### config.mk
export PLATFORM = sky130hd
export DESIGN_NAME = ati_ctrl
export DESIGN_NICKNAME = d
export VERILOG_FILES = /design/src/ati_pkg.sv /design/src/ati_ctrl.sv
export SDC_FILE = /design/constraint.sdc
export NUM_CORES = 1
export LEC_CHECK = 0
export BUFFER_PORTS_ARGS = -buffer_cell sky130_fd_sc_hd__clkbuf_2
export CAP_MARGIN = 20
export CELL_PAD_IN_SITES_DETAIL_PLACEMENT = 2
export CELL_PAD_IN_SITES_GLOBAL_PLACEMENT = 2
export CORE_UTILIZATION = 21
export CTS_BUF_LIST = sky130_fd_sc_hd__clkbuf_8
export CTS_CLUSTER_DIAMETER = 50
export DETAILED_ROUTE_END_ITERATION = 12
export PLACE_DENSITY = 0.89
export REMOVE_ABC_BUFFERS = 1
export SKIP_CTS_REPAIR_TIMING = 1
export SYNTH_ARGS = -nofsm -noshare
export SYNTH_HDL_FRONTEND = slang
export SYNTH_SLANG_ARGS = --single-unit
### constraint.sdc
create_clock -name clk -period 2.1 [get_ports clk]
set_input_delay 0.42 -clock clk [delete_from_list [all_inputs] [get_ports clk]]
set_output_delay 0.42 -clock clk [all_outputs]
set_load 0.01 [all_outputs]
### src/ati_pkg.sv
// ----------------------------------------------------------------------------
// ati_pkg
// Shared types and constants of the attenuation table interpolator.
// ----------------------------------------------------------------------------
package ati_pkg;

  localparam int EnergyW = 16;
  localparam int CoefW   = 32;
  localparam int ScaledW = 40;
  localparam int DivW    = 17;

  localparam logic [1:0] StatExact  = 2'd0;
  localparam logic [1:0] StatInterp = 2'd1;
  localparam logic [1:0] StatEmpty  = 2'd2;
  localparam logic [1:0] StatNoBnd  = 2'd3;

  localparam logic [1:0] RegDensity = 2'd0;
  localparam logic [1:0] RegHalfBin = 2'd1;
  localparam logic [1:0] RegCount   = 2'd2;
  localparam logic [1:0] RegScale   = 2'd3;

  typedef struct packed {
    logic scan_start;
    logic scan_step;
    logic scale_start;
    logic mul_step;
    logic div_start;
    logic div_step;
    logic out_exact;
    logic out_interp;
    logic out_code;
  } ati_cmd_t;

  typedef struct packed {
    logic scan_last;
    logic match;
    logic bounds_ok;
    logic div_last;
    logic mul_last;
  } ati_sts_t;

endpackage

### src/ati_ctrl.sv
// ----------------------------------------------------------------------------
// ati_ctrl
// Sequencer for scan, scaling, multiply and divide of one query.
// ----------------------------------------------------------------------------
module ati_ctrl import ati_pkg::*; (
  input  logic     clk,
  input  logic     rst_n,
  input  logic     query_en,
  input  logic     count_zero,
  input  ati_sts_t sts,
  output ati_cmd_t cmd,
  output logic     busy
);

  typedef enum logic [2:0] {
    S_IDLE, S_SCAN, S_EVAL, S_MUL, S_DIV, S_DONE
  } state_t;

  state_t state_r;

  always_ff @(posedge clk) begin
    if (!rst_n) begin
      state_r <= S_IDLE;
    end else begin
      case (state_r)
        S_IDLE: if (query_en) state_r <= count_zero ? S_DONE : S_SCAN;
        S_SCAN: if (sts.scan_last) state_r <= S_EVAL;
        S_EVAL: state_r <= (sts.match || sts.bounds_ok) ? S_MUL : S_DONE;
        S_MUL:  if (sts.mul_last) state_r <= sts.match ? S_DONE : S_DIV;
        S_DIV:  if (sts.div_last) state_r <= S_DONE;
        S_DONE: state_r <= S_IDLE;
        default: state_r <= S_IDLE;
      endcase
    end
  end

  always_comb begin
    cmd = '0;
    cmd.scan_start  = (state_r == S_IDLE) && query_en;
    cmd.scan_step   = (state_r == S_SCAN);
    cmd.scale_start = (state_r == S_SCAN);
    cmd.mul_step    = (state_r == S_MUL);
    cmd.div_start   = (state_r == S_MUL) && sts.mul_last;
    cmd.div_step    = (state_r == S_DIV);
    cmd.out_exact   = (state_r == S_MUL) && sts.mul_last && sts.match;
    cmd.out_interp  = (state_r == S_DIV) && sts.div_last;
    cmd.out_code    = ((state_r == S_IDLE) && query_en && count_zero)
                    || ((state_r == S_EVAL) && !sts.match && !sts.bounds_ok);
  end

  assign busy = state_r != S_IDLE;

endmodule

==> results by group <==
Yosys
  – Ranking of synthesized cells by area: dfxtp_1 (20%), nor2_1 (8.8%), nand2_1 (7.6%)
  – Ys Warns: 0
  – Synth cell types: 22
  – Average size of a mapped cell: approximately 7 um^2
  – Synth area leader: dfxtp_1
  – Yosys reg bits: 3
  – Post-Synthesis Cells: 43
  – Seq/Total Area, Yosys: 0.202
  – EDFF count, synth: 0
  – Post-synth top area share: 0.202
  – Asr flop ratio synth: 0
  – Post-synth top flop: dfxtp_1
  – Mapped Area: 298 um^2

Floorplan
  – Die Width: ~40 um
  – Placement Rows: 13
  – I/O Pins: 19
  – Die area: between 1500 and 2000 um^2
  – Core region area: 1320 um^2
  – Starting Density: 0.226
  – Die height: 39.7 um

Setup path
  – Maximum fanout along the worst path: 12
  – Critical Path End Type: output port
  – Critical path class: register to output port
  – Crit-path leading delay family: flip-flops
  – Max stage delay on crit path: 0.58 ns
  – Slowest cell on crit path: dfxtp_1
  – Worst EP arrival: 1.35 ns
  – Worst Path Required: 1.68 ns
  – Crit-path cells: nor2b_4, and3_1, and2_1, clkbuf_2
  – Bufs and invs on worst path: 1
  – Startpoint Class: register

STA
  – Minimum clock period: 1.77 ns
  – Fin. Hold Viols: 0
  – Slew Limit Fails: 0
  – Setup tns final: 0 ns
  – RSZ-0062 raised after global routing: no
  – Final Skew: between 0.002 and 0.0025 ns
  – Finish-stage setup viols: 0
  – Final worst path period share: 0.842
  – Worst-Margin Slew: 0.434 ns
  – Slew HR: 0.710
  – Fmax: 565 MHz

Placed design
  – Placed instance area: between 300 and 400 um^2
  – RePlAce Congestion: 0.682
  – Port Buffers: 18
  – Detailed placement HPWL: around 700 um

GRT
  – First-pass GRT wire length: around 1500 um
  – Initial antenna violation count: 0
  – Grt ovf: 0
  – Vias in the first global route: 356
  – All-layer global routing usage: 0.143
  – Largest net degree at the start of global routing: 15

Finish
  – Top flop regs: state_r: 3 flops
  – Final net count: 72
  – Max reg flops: 3
  – Layout Utilization: 0.325
  – Layout cells sized above 1: 0.387
  – Synthesis-to-finish area growth: 43.7%
  – Most flop-heavy register: state_r
  – Number of diodes: 0
  – Final instance area: ~430 um^2
  – Commonest cells after routing, fill and taps aside: clkbuf_2 (18), nor2_1 (7), nand2_1 (6)
  – Commonest non-fill, non-tap cell in the layout: clkbuf_2

Clock tree
  – Clock buffer depth: 2
  – CTS clk-pin slew, worst paths: 0.03 ns
  – Max H-tree Level: 1
  – CTS root buffer: clkbuf_8
  – Clock Latency Late Sink: 0.22 ns
  – CTS tree: yes
  – Clock Sinks: 3
  – CTS Buf Count: 3

Power
  – Peak VDD IR: about 0.39 mV
  – Lkg Pwr: approximately 0.23 nW
  – Power per Cell Area: around 870 nW/um^2

Run
  – Max-cap violations: 0

Route
  – Routed len/inst: 11.5 um
  – Initial DRC count: 0
  – DRT Pass-1 Iters: 1
  – DR DRC count: 0
  – Routed vias/inst: about 4.8
  – Final WL: 886 um
  – Antenna-violating nets left: 0
  – Via count: 368

Status
  – Status: finished clean

Worst hold path
  – Worst hold path type: input pin to register
-- worst reg2reg max path, stage by stage (launching register included) --
cell and delay [ns]:
dfxtp_1 0.54, nor2_1 0.14, and3_4 0.21, o31a_1 0.28
-- report_power, final --
group	total [mW]	leakage (nW)	switching, mW	internal [mW]
Sequential	0.0888	0.0247	0.0231	0.0658
Clock	0.163	0.0269	0.0382	0.124
Combinational	0.121	0.180	0.0600	0.0605
-- layout make-up --
cell class | count | area, um^2
well taps | 15 | 18.8
clock inverters | 1 | 3.75
clock buffers | 3 | 41.3
fillers | 166 | 890
repair buffers | 18 | 90.1
multi-input cells | 34 | 203
flip-flops and latches | 3 | 60.1
inverters | 3 | 11.3
-- cell usage after synthesis, drive strengths merged (2+ instances only) --
| master | count |
|---|---|
| inv | 3 |
| a21oi | 2 |
| o21ai | 2 |
| and3 | 3 |
| buf | 3 |
| dfxtp | 3 |
| nand2 | 6 |
| and2 | 2 |
| nor2 | 7 |
| nor3 | 3 |
-- logic make-up after synthesis --
logic type,synth area share
and+or+nand+nor,0.441
buffers and inverters,0.118
DFF,0.202
AOI/OAI and AO/OA,0.240
-- layer usage --
metal,track usage,wire length [um],share of wire
met1,0.145,391,0.44
met2,0.262,443,0.50
met3,0.0511,50,0.056
met4,0.0517,0,0
met5,0,0,0
-- per-stage QoR --
stage	power [mW]	hold slack [ns]	cells	setup WS, ns
3_3_place_gp	0.208	0.631	73	0.514
2_1_floorplan	0.162	0.548	40	0.672
4_1_cts	0.379	0.459	77	0.319
3_5_place_dp	0.212	0.640	73	0.519
6_report	0.372	0.459	77	0.331
5_1_grt	0.400	0.467	77	0.258
-- worst paths after layout --
kind	from	end	slack (ns)	cells after the start
worst min register to register	state_r[1]	state_r[1]	0.63	2
worst max register to register	state_r[1]	state_r[0]	0.82	3
worst min-delay path	rst_n	state_r[0]	0.46	2
worst max-delay path	state_r[2]	cmd[2]	0.33	4
No activity file was read; power rests on OpenSTA's default activity.
